File: src/rtl/vecrot_pkg.sv
`timescale 1ns / 1ps
// shared types, constants and tables for the axis rotation pipeline
// no dependencies; used by every module of the block
package vecrot_pkg;

    // numeric setup
    localparam int CORDIC_STAGES = 24;
    localparam int FRAC_BITS     = 16;

    // field and datapath widths
    localparam int VEC_W    = 32;
    localparam int ANGLE_W  = 31;
    localparam int ANG_W    = 32;               // angle after sign extension
    localparam int XY_W     = 34;               // cordic x/y, q2.30 with headroom
    localparam int COEF_W   = FRAC_BITS + 2;    // cos/sin in [-1, +1]
    localparam int PROD_W   = VEC_W + COEF_W;
    localparam int SUM_W    = PROD_W + 2;
    localparam int S_DATA_W = ((VEC_W * 3 + ANGLE_W + 7) / 8) * 8;
    localparam int M_DATA_W = VEC_W * 3;

    // angle constants, q3.28
    localparam logic signed [ANG_W-1:0] PI_Q28      = 32'sd843314857;
    localparam logic signed [ANG_W-1:0] HALF_PI_Q28 = 32'sd421657428;
    localparam logic signed [ANG_W-1:0] TWO_PI_Q28  = 32'sd1686629713;

    // gain-corrected cordic start value, q2.30
    localparam longint KINF_Q30   = 64'sd652032874;
    localparam longint K_INIT_Q30 = (CORDIC_STAGES < 16) ?
        KINF_Q30 + (((KINF_Q30 * 2) / 3) >>> (2 * CORDIC_STAGES)) : KINF_Q30;

    // saturation bounds
    localparam logic signed [VEC_W-1:0] VEC_MAX = 32'sh7fffffff;
    localparam logic signed [VEC_W-1:0] VEC_MIN = 32'sh80000000;

    // rotation axis codes
    typedef enum logic [1:0] {
        AXIS_X    = 2'd0,
        AXIS_Y    = 2'd1,
        AXIS_Z    = 2'd2,
        AXIS_NONE = 2'd3
    } axis_t;

    // request fields that ride along the angle pipeline
    typedef struct packed {
        axis_t                     axis;
        logic signed [VEC_W-1:0]   vx;
        logic signed [VEC_W-1:0]   vy;
        logic signed [VEC_W-1:0]   vz;
    } side_t;

    // round(atan(2^-i) * 2^28)
    function automatic logic signed [ANG_W-1:0] atan_q28(input int unsigned idx);
        logic signed [ANG_W-1:0] v;
        case (idx)
            0:       v = 32'sd210828714;
            1:       v = 32'sd124459457;
            2:       v = 32'sd65760959;
            3:       v = 32'sd33381290;
            4:       v = 32'sd16755422;
            5:       v = 32'sd8385879;
            6:       v = 32'sd4193963;
            7:       v = 32'sd2097109;
            8:       v = 32'sd1048571;
            9:       v = 32'sd524287;
            10:      v = 32'sd262144;
            11:      v = 32'sd131072;
            12:      v = 32'sd65536;
            13:      v = 32'sd32768;
            14:      v = 32'sd16384;
            15:      v = 32'sd8192;
            16:      v = 32'sd4096;
            17:      v = 32'sd2048;
            18:      v = 32'sd1024;
            19:      v = 32'sd512;
            20:      v = 32'sd256;
            21:      v = 32'sd128;
            22:      v = 32'sd64;
            23:      v = 32'sd32;
            24:      v = 32'sd16;
            25:      v = 32'sd8;
            26:      v = 32'sd4;
            27:      v = 32'sd2;
            28:      v = 32'sd1;
            default: v = 32'sd0;
        endcase
        return v;
    endfunction

endpackage

File: src/rtl/vecrot_prep.sv
`timescale 1ns / 1ps
// angle range reduction: two register stages ahead of the cordic
// depends on vecrot_pkg
module vecrot_prep (
    input  logic                                aclk,
    input  logic                                aresetn,
    input  logic                                adv,
    input  logic                                in_vld,
    input  vecrot_pkg::side_t                   in_side,
    input  logic signed [vecrot_pkg::ANGLE_W-1:0] in_angle,
    output logic                                out_vld,
    output vecrot_pkg::side_t                   out_side,
    output logic signed [vecrot_pkg::ANG_W-1:0] out_z,
    output logic                                out_neg
);
    import vecrot_pkg::*;

    logic                    wrap_vld_reg;
    side_t                   wrap_side_reg;
    logic signed [ANG_W-1:0] wrap_ang_reg;
    logic signed [ANG_W-1:0] wrap_ang_next;
    logic signed [ANG_W-1:0] ang_ext;

    logic                    fold_vld_reg;
    side_t                   fold_side_reg;
    logic signed [ANG_W-1:0] fold_ang_reg;
    logic signed [ANG_W-1:0] fold_ang_next;
    logic                    fold_neg_reg;
    logic                    fold_neg_next;

    // bring the angle into [-pi, pi]
    always_comb begin
        ang_ext = {in_angle[ANGLE_W-1], in_angle};
        if (ang_ext > PI_Q28) begin
            wrap_ang_next = ang_ext - TWO_PI_Q28;
        end else if (ang_ext < -PI_Q28) begin
            wrap_ang_next = ang_ext + TWO_PI_Q28;
        end else begin
            wrap_ang_next = ang_ext;
        end
    end

    always_ff @(posedge aclk) begin
        if (!aresetn) begin
            wrap_vld_reg <= 1'b0;
        end else if (adv) begin
            wrap_vld_reg <= in_vld;
        end
    end

    always_ff @(posedge aclk) begin
        if (adv) begin
            wrap_side_reg <= in_side;
            wrap_ang_reg  <= wrap_ang_next;
        end
    end

    // fold into [-pi/2, pi/2], remember to negate sin and cos
    always_comb begin
        if (wrap_ang_reg > HALF_PI_Q28) begin
            fold_ang_next = wrap_ang_reg - PI_Q28;
            fold_neg_next = 1'b1;
        end else if (wrap_ang_reg < -HALF_PI_Q28) begin
            fold_ang_next = wrap_ang_reg + PI_Q28;
            fold_neg_next = 1'b1;
        end else begin
            fold_ang_next = wrap_ang_reg;
            fold_neg_next = 1'b0;
        end
    end

    always_ff @(posedge aclk) begin
        if (!aresetn) begin
            fold_vld_reg <= 1'b0;
        end else if (adv) begin
            fold_vld_reg <= wrap_vld_reg;
        end
    end

    always_ff @(posedge aclk) begin
        if (adv) begin
            fold_side_reg <= wrap_side_reg;
            fold_ang_reg  <= fold_ang_next;
            fold_neg_reg  <= fold_neg_next;
        end
    end

    assign out_vld  = fold_vld_reg;
    assign out_side = fold_side_reg;
    assign out_z    = fold_ang_reg;
    assign out_neg  = fold_neg_reg;

endmodule

File: config.mk
export PLATFORM = sky130hd
export DESIGN_NAME = vecrot_prep
export DESIGN_NICKNAME = d
export VERILOG_FILES = /design/src/rtl/vecrot_pkg.sv /design/src/rtl/vecrot_prep.sv
export SDC_FILE = /design/constraint.sdc
export NUM_CORES = 1
export LEC_CHECK = 0
export CAP_MARGIN = 40
export CORE_UTILIZATION = 57
export CTS_CLUSTER_SIZE = 40
export DETAILED_ROUTE_END_ITERATION = 10
export DONT_BUFFER_PORTS = 1
export PLACE_DENSITY = 0.75
export SETUP_SLACK_MARGIN = 0.15
export SYNTH_ARGS = -nofsm -noshare
export SYNTH_HDL_FRONTEND = slang
export SYNTH_SLANG_ARGS = --single-unit
File: constraint.sdc
create_clock -name aclk -period 2.6 [get_ports aclk]
set_clock_uncertainty 0.1 [all_clocks]
set_input_delay 0.39 -clock aclk [delete_from_list [all_inputs] [get_ports aclk]]
set_output_delay 0.39 -clock aclk [all_outputs]
set_load 0.01 [all_outputs]
==> impl_results.md, run 1 <==
* Filler cell count in the final layout at 1162
* Routing usage on met1 at 30.3%
* Clock Latency Late Sink at 0.51 ns
* Xor/xnor cell area share of the yosys netlist at 4.57%
* Type of the most critical hold path: primary input to flop
* Clock tree root driver cell: clkbuf_16
* Net switching power at 2.30 mW
* Combinational share of power at 10.7%
* Worst hold stages at 0
* IO Count at 265
* Starting utilization of the core area at 58.2%
* Number of design-rule violations left by the first detailed-router iteration at 489
* Setup slack, reg-to-reg at -0.03 ns
* Layout Nets at 1040
* Average instance area after synthesis at 14.7 um^2
* Total inserted antenna cells at 0
* Leading cell type in the layout, fill and taps excluded: edfxtp_1
* Synthesis-to-layout area growth at 25.8%
* Share of synthesized cell area in full adder, half adder and majority cells at 0.687%
* Number of different library cells in the post-synthesis netlist at 76
* Clock input transition at the sequential cells of the worst setup and hold paths at 0.07 ns
* Post-Synth Simple-Gate Area at 8.67%
* Number of global-route vias before repair at 6839
* Clock buffer count from CTS at 25
* Global route overflow at 0
* Share of the synthesized area in the top cell type at 71.7%
* Unrepaired setup endpoints after global routing: yes
* TritonCTS clock tree: yes
* Max Slew Vio Count at 0
* #FFs+latches synth at 263
* Worst setup margin at -0.0257 ns
* Die Width at 140 um
* Total Wirelength at 25.5 mm
* Count of port buffers added during placement at 0
* Type of destination of the critical path: flop
* Die Span Y at 140 um
* Wire length of the first global-routing pass at 38.1 mm
* Share of flip-flops with an asynchronous set or reset after synthesis at 0%
* Detailed-route via count at 6972
* Post-Synthesis Net Count at 881
* Residual antenna-violating net count after detailed routing at 0
* Pin count of the biggest net entering global routing at 264
* Pwr Total at 10.1 mW
* Die Area at 19700 um^2
* Power share of the clock group at 35.9%
* Global routing's busiest layer: met2
* Slew @ Worst Pin at 0.562 ns
* Netlist Area Pre-Place at 10900 um^2
* Count of flip-flops with a built-in enable after synthesis at 261
* Post-Place Worst Slack at -0.107 ns
* Pwr dens at 738 nW/um^2
* Routed vias/inst at 6.06
* Proportion of power drawn by flip-flops and latches at 53.4%
* Number of levels the H-tree was split into at 1
* Core area at 18800 um^2
* Sw frac at 22.7%
* Dominant register cell in the synthesized netlist: edfxtp_1
* Outcome: finished with violations
* Count of warnings emitted by yosys at 0
* Crit start category: flop
* Number of detailed-route iterations in the first pass at 7
* Max-capacitance violation count at 0
* Fraction of final layout cells sized beyond drive strength 1 at 16.3%
* Post-synth top area cell: edfxtp_1
* Internal power component at 7.85 mW
* Data required time of the critical path at 2.84 ns
* CTS Sinks at 263
* Post-DR wirelength/cell at 22.2 um
* Maximum ir drop on the vdd rail at 0.342 mV
* Worst hold slack at -0.0967 ns
* Site row count at 50
* Dominant combinational cell family by area after synthesis: compound AO/OA/AOI/OAI gates
* Leakage component of the power at 4.84 nW
* Area fraction in compound gates after synthesis at 11.2%
* Period minus WS final at 2.63 ns
* Max transition margin at 62.1%
* Sum of net half-perimeters after detailed placement at 15.3 mm
* Number of standard cells after synthesis at 742
* Deepest clock path buffer count at 3
* Ratio of final minimum period to clock period at 101%
* Met3 Resource Use GR at 4.62%
* Leading cell types by total area after synthesis: edfxtp_1 (72%), xnor2_1 (3.0%), o21ai_0 (1.6%), xor2_1 (1.6%), clkbuf_1 (1.5%)
* Sequential area share after synthesis at 72.1%
* Largest fanout on the critical path at 5
* Drt drc at 0
* Path depth of the worst reg2reg path at 7
* Global routing usage on met2 at 45.4%
* Worst Setup Path Type: flop to flop
* Most frequent cells in the layout: edfxtp_1 (261), dlygate4sd3_1 (120), buf_4 (59)
* Antenna violations before repair at 0
* Max Fclk at 0.381 GHz
* Total GRT Usage at 25.1%
* Count of final hold-check violations at 28
* Number of setup violations in the final report at 6
* Routability congestion estimate at 0.912
* Crit path arrival time at 2.86 ns
* Multiplexer fraction of the synthesized cell area at 0.366%
* Violations in the final reports: negative hold slack, negative setup slack
==> metrics by stage <==
| stage | hold WS (ns) | cell area, um^2 | TNS (ns) | cells | utilization (%) |
|---|---|---|---|---|---|
| global placement | 0.300 | 11400 | -0.0285 | 975 | 60.7 |
| detailed placement | 0.305 | 11400 | -0.445 | 975 | 60.7 |
| finish | -0.0967 | 13700 | -0.0852 | 1150 | 73.2 |
| global route | -0.118 | 13700 | -1.44 | 1150 | 73.2 |
| floorplan | 0.300 | 11000 | 0 | 742 | - |
| CTS | -0.106 | 13600 | -0.00879 | 1144 | 72.3 |
==> final timing paths <==
path	startpoint	to
setup / recovery	wrap_ang_reg[25]	out_z[14]
setup reg to reg	wrap_ang_reg[25]	out_z[14]
hold / removal	adv	wrap_side_reg[56]
hold reg to reg	wrap_side_reg[31]	out_side[31]
==> layout make-up <==
| cell class | count | area, um^2 | share of cell area, % |
|---|---|---|---|
| Tap cell | 234 | 293 | 2.13 |
| Clock inverter | 9 | 153 | 1.11 |
| Clock buffer | 33 | 656 | 4.77 |
| Sequential cell | 263 | 7880 | 57.3 |
| Timing Repair Buffer | 183 | 1700 | 12.4 |
| Multi-Input combinational cell | 417 | 3020 | 22.0 |
| Inverter | 11 | 41.3 | 0.300 |
==> cell usage after synthesis (all sizes together), types with 4 or more instances <==
master and n:
nor2 32, a22oi 8, xor2 20, nor2b 4, nor3 12, nor4 6
clkbuf 45, or3 12, a21o 7, nand2b 4, mux2i 4, nand3b 4
o211ai 5, o22ai 7, xnor2 37, nor4b 4, a31oi 9, o32ai 5
o21ai 39, ha 6, and3 12, inv 11, nand2 38, and2 6
nand3 11, nand4b 5, a21oi 32, o21a 6, nand4 10, edfxtp 261
o21bai 4, o211a 5, buf 7, a211oi 6, o31ai 5, or2 4
==> layer usage <==
metal	up-vias	wire length, um	part of all wire (%)
met2	349	13000	51
met5	-	0	0
li1	3202	-	-
met3	60	1890	7.4
met4	0	757	3.0
met1	3361	9850	39
==> kinds of logic (layout without fill, tap and decap cells) <==
logic type,count (synthesis),in the layout
muxes,4,4
xor gates and xnor gates,57,57
adders and majority gates,6,6
and+or+nand+nor,173,173
AOI/OAI and AO/OA,176,177
buffers and inverters,63,236
DFF,263,263
==> power by group through the flow <==
stage	logic (mW)	clock network, mW	registers, mW
6_report	1.09	3.64	5.42
5_1_grt	1.16	3.83	5.45
4_1_cts	0.992	3.62	5.41
3_5_place_dp	0.771	0	5.50
3_3_place_gp	0.758	0	5.48
2_1_floorplan	0.603	0	5.41
==> worst max-delay path: stages, from the launching register on <==
cell      delay (ns)
edfxtp_1        0.38
or4b_1          0.62
nor3_1          0.24
a2111o_1        0.31
o211a_4         0.28
nand2b_1        0.13
o22ai_1         0.19
xor2_1          0.21
==> what timing repair did <==
| action | CTS | global route |
|---|---|---|
| resized for setup | 28 | 25 |
| hold buffers | 118 | 2 |
| endpoints found under the setup margin | 30 | 32 |
| hold endpoints to repair | 379 | 256 |
| setup buffers | 8 | 4 |
| cloned | 1 | 0 |
| pin swaps | 11 | 10 |
Note: power is estimated with default switching activity, not from simulation.
==> inputs of run 2 (changes only) <==
GPL_TIMING_DRIVEN = 0   (was unset)
==> run 2 against run 1 <==
The run still ends with negative hold slack, negative setup slack left. Utilization rose by 0.19 points. Sequential power barely moved. Via count rose by 0.37%. Highest routed layer unchanged. Global-route usage rose by 0.14 points. Largest cell class unchanged. Largest power group unchanged. Register-to-register slack got worse by 0.19 ns. Combinational power rose by 4%. Die area did not move. Total power rose by 2.1%. Clock power rose by 5%. Critical path type unchanged. First-iteration DRC count rose by 4.7%. Sequential share of layout area fell by 0.15 points. Critical path depth rose by 2.
==> impl_results.md, run 2 (synthesis results as in run 1) <==
* Placed Cells at 976 (was 975)
* Synthesis-to-layout area growth at 26.1% (was 25.8%)
* Proportion of power drawn by flip-flops and latches at 52.3% (was 53.4%)
* Total GRT Usage at 25.3% (was 25.1%)
* Data required time of the critical path at 2.77 ns (was 2.84 ns)
* IO Count at 265 (unchanged)
* Worst setup margin at -0.216 ns (was -0.0257 ns)
* Leakage component of the power at 4.80 nW (was 4.84 nW)
* Pwr dens at 752 nW/um^2 (was 738 nW/um^2)
* Count of final hold-check violations at 25 (was 28)
* Count of port buffers added during placement at 0 (unchanged)
* Die Span Y at 140 um (unchanged)
* Outcome: finished with violations (unchanged)
* Period minus WS final at 2.82 ns (was 2.63 ns)
* Largest fanout on the critical path at 6 (was 5)
* Max Slew Vio Count at 0 (unchanged)
* Number of levels the H-tree was split into at 1 (unchanged)
* Violations in the final reports: negative hold slack, negative setup slack (unchanged)
* Routability congestion estimate at 0.934 (was 0.912)
* Number of detailed-route iterations in the first pass at 5 (was 7)
* Maximum ir drop on the vdd rail at 0.413 mV (was 0.342 mV)
* Type of destination of the critical path: flop (unchanged)
* Drt drc at 0 (unchanged)
* Number of setup violations in the final report at 32 (was 6)
* Leading cell type in the layout, fill and taps excluded: edfxtp_1 (unchanged)
* Detailed-route via count at 6998 (was 6972)
* Clock Latency Late Sink at 0.51 ns (about the same)
* Max transition margin at 53.3% (was 62.1%)
* Ratio of final minimum period to clock period at 108% (was 101%)
* Global route overflow at 0 (unchanged)
* Antenna violations before repair at 0 (unchanged)
* Deepest clock path buffer count at 3 (unchanged)
* Internal power component at 8.02 mW (was 7.85 mW)
* Die Area at 19700 um^2 (unchanged)
* Fraction of final layout cells sized beyond drive strength 1 at 16.1% (was 16.3%)
* Routed vias/inst at 6.07 (was 6.06)
* Clock buffer count from CTS at 24 (was 25)
* Max-capacitance violation count at 0 (unchanged)
* Power share of the clock group at 36.8% (was 35.9%)
* Most frequent cells in the layout: edfxtp_1 (261), dlygate4sd3_1 (109), nand2_1 (37), xnor2_1 (37), nor2_1 (30) (was edfxtp_1 (261), dlygate4sd3_1 (120), buf_4 (59))
* Number of design-rule violations left by the first detailed-router iteration at 512 (was 489)
* Total inserted antenna cells at 0 (unchanged)
* Post-Place Worst Slack at -0.679 ns (was -0.107 ns)
* Post-DR wirelength/cell at 22.1 um (was 22.2 um)
* Pin count of the biggest net entering global routing at 264 (unchanged)
* Site row count at 50 (unchanged)
* Max Fclk at 0.355 GHz (was 0.381 GHz)
* Non-filler instance count after layout at 1152 (was 1150)
* Core area at 18800 um^2 (unchanged)
* Wire length of the first global-routing pass at 38.2 mm (was 38.1 mm)
* Clock input transition at the sequential cells of the worst setup and hold paths at 0.07 ns (about the same)
* Net switching power at 2.34 mW (was 2.30 mW)
* TritonCTS clock tree: yes (unchanged)
* Crit start category: flop (unchanged)
* CTS Sinks at 263 (unchanged)
* Number of global-route vias before repair at 6728 (was 6839)
* Sum of net half-perimeters after detailed placement at 15.2 mm (was 15.3 mm)
* Starting utilization of the core area at 58.2% (unchanged)
* Crit path arrival time at 2.98 ns (was 2.86 ns)
* Type of the most critical hold path: primary input to flop (unchanged)
* Unrepaired setup endpoints after global routing: yes (unchanged)
* Residual antenna-violating net count after detailed routing at 0 (unchanged)
* Total Wirelength at 25.5 mm (about the same)
* Sw frac at 22.6% (was 22.7%)
* Post-CTS Hold Fix Bufs at 109 (was 118)
* Slew @ Worst Pin at 0.701 ns (was 0.562 ns)
* Clock tree root driver cell: clkbuf_16 (unchanged)
* Die Width at 140 um (unchanged)
* Layout Nets at 1039 (was 1040)
* Final core area utilization at 73.4% (was 73.2%)
* Combinational share of power at 10.9% (was 10.7%)
* Worst Setup Path Type: flop to flop (unchanged)
* Worst hold slack at -0.0989 ns (was -0.0967 ns)
-- run 2: worst paths after layout --
| path | startpoint | to | slack (ns) | cells after the start |
|---|---|---|---|---|
| worst max-delay path | wrap_ang_reg[18] | out_z[23] | -0.22 | 9 |
| worst min-delay path | adv | out_side[43] | -0.1 | 0 |
| worst max register to register | wrap_ang_reg[18] | out_z[23] | -0.22 | 9 |
| worst min register to register | wrap_side_reg[68] | out_side[68] | 0.31 | 0 |
-- run 2: stage by stage --
| step | area, um^2 | power [mW] | TNS, ns |
|---|---|---|---|
| 3_5_place_dp | 11300 | 6.25 | -20.54 |
| 4_1_cts | 13600 | 10.3 | -3.53 |
| 5_1_grt | 13800 | 10.7 | -6.27 |
| 3_3_place_gp | 11300 | 6.21 | -21.46 |
| 2_1_floorplan | 11000 | 6.01 | 0 |
| 6_report | 13800 | 10.4 | -4.42 |
-- run 2: final cells by class --
| cell class | count | area [um^2] |
|---|---|---|
| Sequential cell | 263 | 7880 |
| Fill cell | 1154 | 4990 |
| Multi-Input combinational cell | 416 | 3080 |
| Timing Repair Buffer | 132 | 1300 |
| Clock buffer | 26 | 629 |
| Buffer | 52 | 309 |
| Tap cell | 234 | 293 |
| Clock inverter | 18 | 243 |
| Inverter | 11 | 41.3 |
-- run 2: repair_timing --
action / 4_1_cts / 5_1_grt
setup endpoints to repair: 36 / 50
cloned: 2 / 0
endpoints found under the hold margin: 371 / 261
setup buffers: 18 / 3
gates resized for setup: 58 / 49
pin swaps: 21 / 13
-- run 2: power by group through the flow --
| stage | Clock, mW | Combinational [mW] | Sequential (mW) |
|---|---|---|---|
| floorplan | 0 | 0.603 | 5.41 |
| global placement | 0 | 0.747 | 5.47 |
| detailed placement | 0 | 0.766 | 5.49 |
| CTS | 3.83 | 1.05 | 5.40 |
| global route | 4.02 | 1.21 | 5.44 |
| finish | 3.81 | 1.13 | 5.41 |
-- run 2: routing by layer --
metal / part of all wire, % / track usage [%]
met5: 0 / 0
met4: 2.0 / 6.58
met3: 7.8 / 4.89
met2: 52 / 45.5
met1: 38 / 31.3
-- run 2: worst max-delay path, stage by stage (launching register included) --
cell and delay, ns:
edfxtp_1 0.38, buf_6 0.13, or3_4 0.40, or2_0 0.24, a2111o_1 0.47, o211a_4 0.35
buf_8 0.15, o211ai_1 0.09, a21oi_1 0.12, xnor2_1 0.15
==> inputs of run 3 (changes only) <==
BUFFER_PORTS_ARGS = -buffer_cell sky130_fd_sc_hd__buf_2   (was unset)
CORE_UTILIZATION = 48   (was 57)
DONT_BUFFER_PORTS = unset   (was 1)
PLACE_DENSITY = 0.76   (was 0.75)
==> run 3 against run 2 <==
First-iteration DRC count decreased by 1.4%. Register-to-register slack gained 0.04 ns. Critical path depth did not move. The run ends with negative setup slack left.
==> impl_results.md, run 3 (synthesis results as in run 1) <==
* Power share of the clock group at 36.5% (was 36.8%)
* Fraction of final layout cells sized beyond drive strength 1 at 35.4% (was 16.1%)
* Number of detailed-route iterations in the first pass at 5 (unchanged)
* Clock Latency Late Sink at 0.51 ns (about the same)
* Routed vias/inst at 5.43 (was 6.07)
* Routability congestion estimate at 0.919 (was 0.934)
* Worst Setup Path Type: flop to flop (unchanged)
* Hold Path Sink: wrap_vld_reg (was out_side[43])
* Wire length of the first global-routing pass at 41.9 mm (was 38.2 mm)
* Slew @ Worst Pin at 0.907 ns (was 0.701 ns)
* Worst hold slack at 0.0947 ns (was -0.0989 ns)
* Leading cell type in the layout, fill and taps excluded: edfxtp_1 (unchanged)
* Capture instance of the worst register-to-register path: out_z[19] (was out_z[23])
* Crit path arrival time at 2.94 ns (was 2.98 ns)
* Data required time of the critical path at 2.76 ns (was 2.77 ns)
* Max-capacitance violation count at 0 (unchanged)
* Max transition margin at 39.5% (was 53.3%)
* Total GRT Usage at 23.1% (was 25.3%)
* Combinational share of power at 15.0% (was 10.9%)
* Clock input transition at the sequential cells of the worst setup and hold paths at 0.06 ns (was 0.07 ns)
* Global route overflow at 0 (unchanged)
* Crit start category: flop (unchanged)
* Max Fclk at 0.360 GHz (was 0.355 GHz)
* Synthesis-to-layout area growth at 38.7% (was 26.1%)
* Critical-path top delay cell: a2111o_1 (unchanged)
* CTS Sinks at 263 (unchanged)
* Clock buffer count from CTS at 26 (was 24)
* Biggest cell delay along the critical path at 0.45 ns (was 0.47 ns)
* Total Wirelength at 27.7 mm (was 25.5 mm)
* Number of levels the H-tree was split into at 1 (unchanged)
* Clock tree root driver cell: clkbuf_16 (unchanged)
* Site row count at 54 (was 50)
* Setup slack, reg-to-reg at -0.18 ns (was -0.22 ns)
* Antenna violations before repair at 0 (unchanged)
* Leakage component of the power at 5.83 nW (was 4.80 nW)
* Type of destination of the critical path: flop (unchanged)
* Drt drc at 0 (unchanged)
* Unrepaired setup endpoints after global routing: yes (unchanged)
* Worst setup margin at -0.179 ns (was -0.216 ns)
* Die Width at 153 um (was 140 um)
* Deepest clock path buffer count at 3 (unchanged)
* Number of design-rule violations left by the first detailed-router iteration at 505 (was 512)
* Count of port buffers added during placement at 255 (was 0)
* Number of setup violations in the final report at 28 (was 32)
* Sw frac at 23.3% (was 22.6%)
* Worst path cell trace: clkbuf_8, or3_4, or2_0, a2111o_1, o211ai_4, buf_4, nor3_1, a31oi_1, xnor2_1 (was buf_6, or3_4, or2_0, a2111o_1, o211a_4, buf_8, o211ai_1, a21oi_1, xnor2_1)
* Most frequent cells in the layout: edfxtp_1 (261), buf_2 (254), dlygate4sd3_1 (99) (was edfxtp_1 (261), dlygate4sd3_1 (109), nand2_1 (37), xnor2_1 (37), nor2_1 (30))
* Total inserted antenna cells at 0 (unchanged)
* Type of the most critical hold path: primary input to flop (unchanged)
* Placed Cells at 1278 (was 976)
* Worst reg2reg path startpoint: wrap_ang_reg[23] (was wrap_ang_reg[18])
* Outcome: finished with violations (unchanged)
* Buffers and inverters on the worst path at 2 (unchanged)
* Path depth of the worst reg2reg path at 9 (unchanged)
* IO Count at 265 (unchanged)
* Sum of net half-perimeters after detailed placement at 16.9 mm (was 15.2 mm)
* Internal power component at 8.33 mW (was 8.02 mW)
* Pin count of the biggest net entering global routing at 136 (was 264)
* TritonCTS clock tree: yes (unchanged)
* Top delay family on crit path: compound AO/OA/AOI/OAI gates (unchanged)
* Post-DR wirelength/cell at 19.1 um (was 22.1 um)
* Maximum ir drop on the vdd rail at 0.549 mV (was 0.413 mV)
* Net switching power at 2.53 mW (was 2.34 mW)
* Core area at 22100 um^2 (was 18800 um^2)
* Worst hold stages at 3 (was 0)
* Filler cell count in the final layout at 1434 (was 1154)
* Starting utilization of the core area at 49.5% (was 58.2%)
* Non-filler instance count after layout at 1449 (was 1152)
* Startpoint of the worst hold path: in_vld (was adv)
* Count of final hold-check violations at 0 (was 25)
* Detailed-route via count at 7872 (was 6998)
* Die Area at 23400 um^2 (was 19700 um^2)
* Layout Nets at 1289 (was 1039)
* Die Span Y at 153 um (was 140 um)
* Residual antenna-violating net count after detailed routing at 0 (unchanged)
* Violations in the final reports: negative setup slack (was negative hold slack, negative setup slack)
* Pwr Total at 10.9 mW (was 10.4 mW)
* Number of global-route vias before repair at 7667 (was 6728)
* Largest fanout on the critical path at 5 (was 6)
* Ratio of final minimum period to clock period at 107% (was 108%)
* Proportion of power drawn by flip-flops and latches at 48.4% (was 52.3%)
* Max Slew Vio Count at 0 (unchanged)
* Pwr dens at 716 nW/um^2 (was 752 nW/um^2)
* Period minus WS final at 2.78 ns (was 2.82 ns)
run 3: final cells by class:
cell class / count / area (um^2) / area share [%]
clock inverter: 17 / 234 / 1.54
sequential: 263 / 7880 / 52.0
buffer: 52 / 319 / 2.11
multi-input combinational: 416 / 3120 / 20.6
inverter: 11 / 41.3 / 0.272
tap: 280 / 350 / 2.31
timing repair buffer: 380 / 2530 / 16.7
clock buffer: 30 / 687 / 4.53
run 3: how the worst max path moves through the flow:
stage / startpoint / to / cells past startpoint
2_1_floorplan: wrap_ang_reg[18] / out_z[23] / 9
3_3_place_gp: adv / wrap_vld_reg / 3
3_5_place_dp: wrap_ang_reg[12] / out_z[7] / 8
4_1_cts: wrap_ang_reg[30] / out_z[20] / 8
5_1_grt: wrap_ang_reg[19] / out_z[19] / 10
6_report: wrap_ang_reg[23] / out_z[19] / 9
run 3: routing by layer:
layer / vias up / part of all wire (%) / GRT usage (%)
met4: 0 / 3.5 / 9.24
met2: 353 / 52 / 41.9
li1: 3699 / - / -
met5: - / 0 / 0
met3: 63 / 6.6 / 4.37
met1: 3757 / 38 / 26.9
run 3: worst min-delay path: cells and delay by family:
family,cells,cell delay [ns]
simple gates,1,0.10
buf+inv,1,0.09
mux,1,0.08
run 3: power by group through the flow:
stage | registers (mW) | clock network (mW) | logic (mW)
6_report | 5.26 | 3.97 | 1.63
3_3_place_gp | 5.33 | 0 | 1.24
5_1_grt | 5.29 | 4.19 | 1.74
3_5_place_dp | 5.33 | 0 | 1.26
2_1_floorplan | 5.41 | 0 | 0.603
4_1_cts | 5.24 | 4.01 | 1.52
run 3: metrics by stage:
stage	TNS, ns	util, %	cell area, um^2	setup slack [ns]
5_1_grt	-4.71	68.6	15200	-0.270
6_report	-2.34	68.6	15200	-0.179
3_5_place_dp	-17.41	57.2	12600	-0.495
3_3_place_gp	-630.49	57.0	12600	-2.46
4_1_cts	-2.44	67.6	14900	-0.143
2_1_floorplan	0	-	11000	0.0214
run 3: repair_timing:
item | in CTS | in global routing
cloned | 2 | 0
buffers inserted | 21 | 2
hold endpoints to repair | 99 | 0
endpoints found under the setup margin | 34 | 60
hold buffers | 99 | 0
pin swaps | 16 | 22
resized for setup | 51 | 79
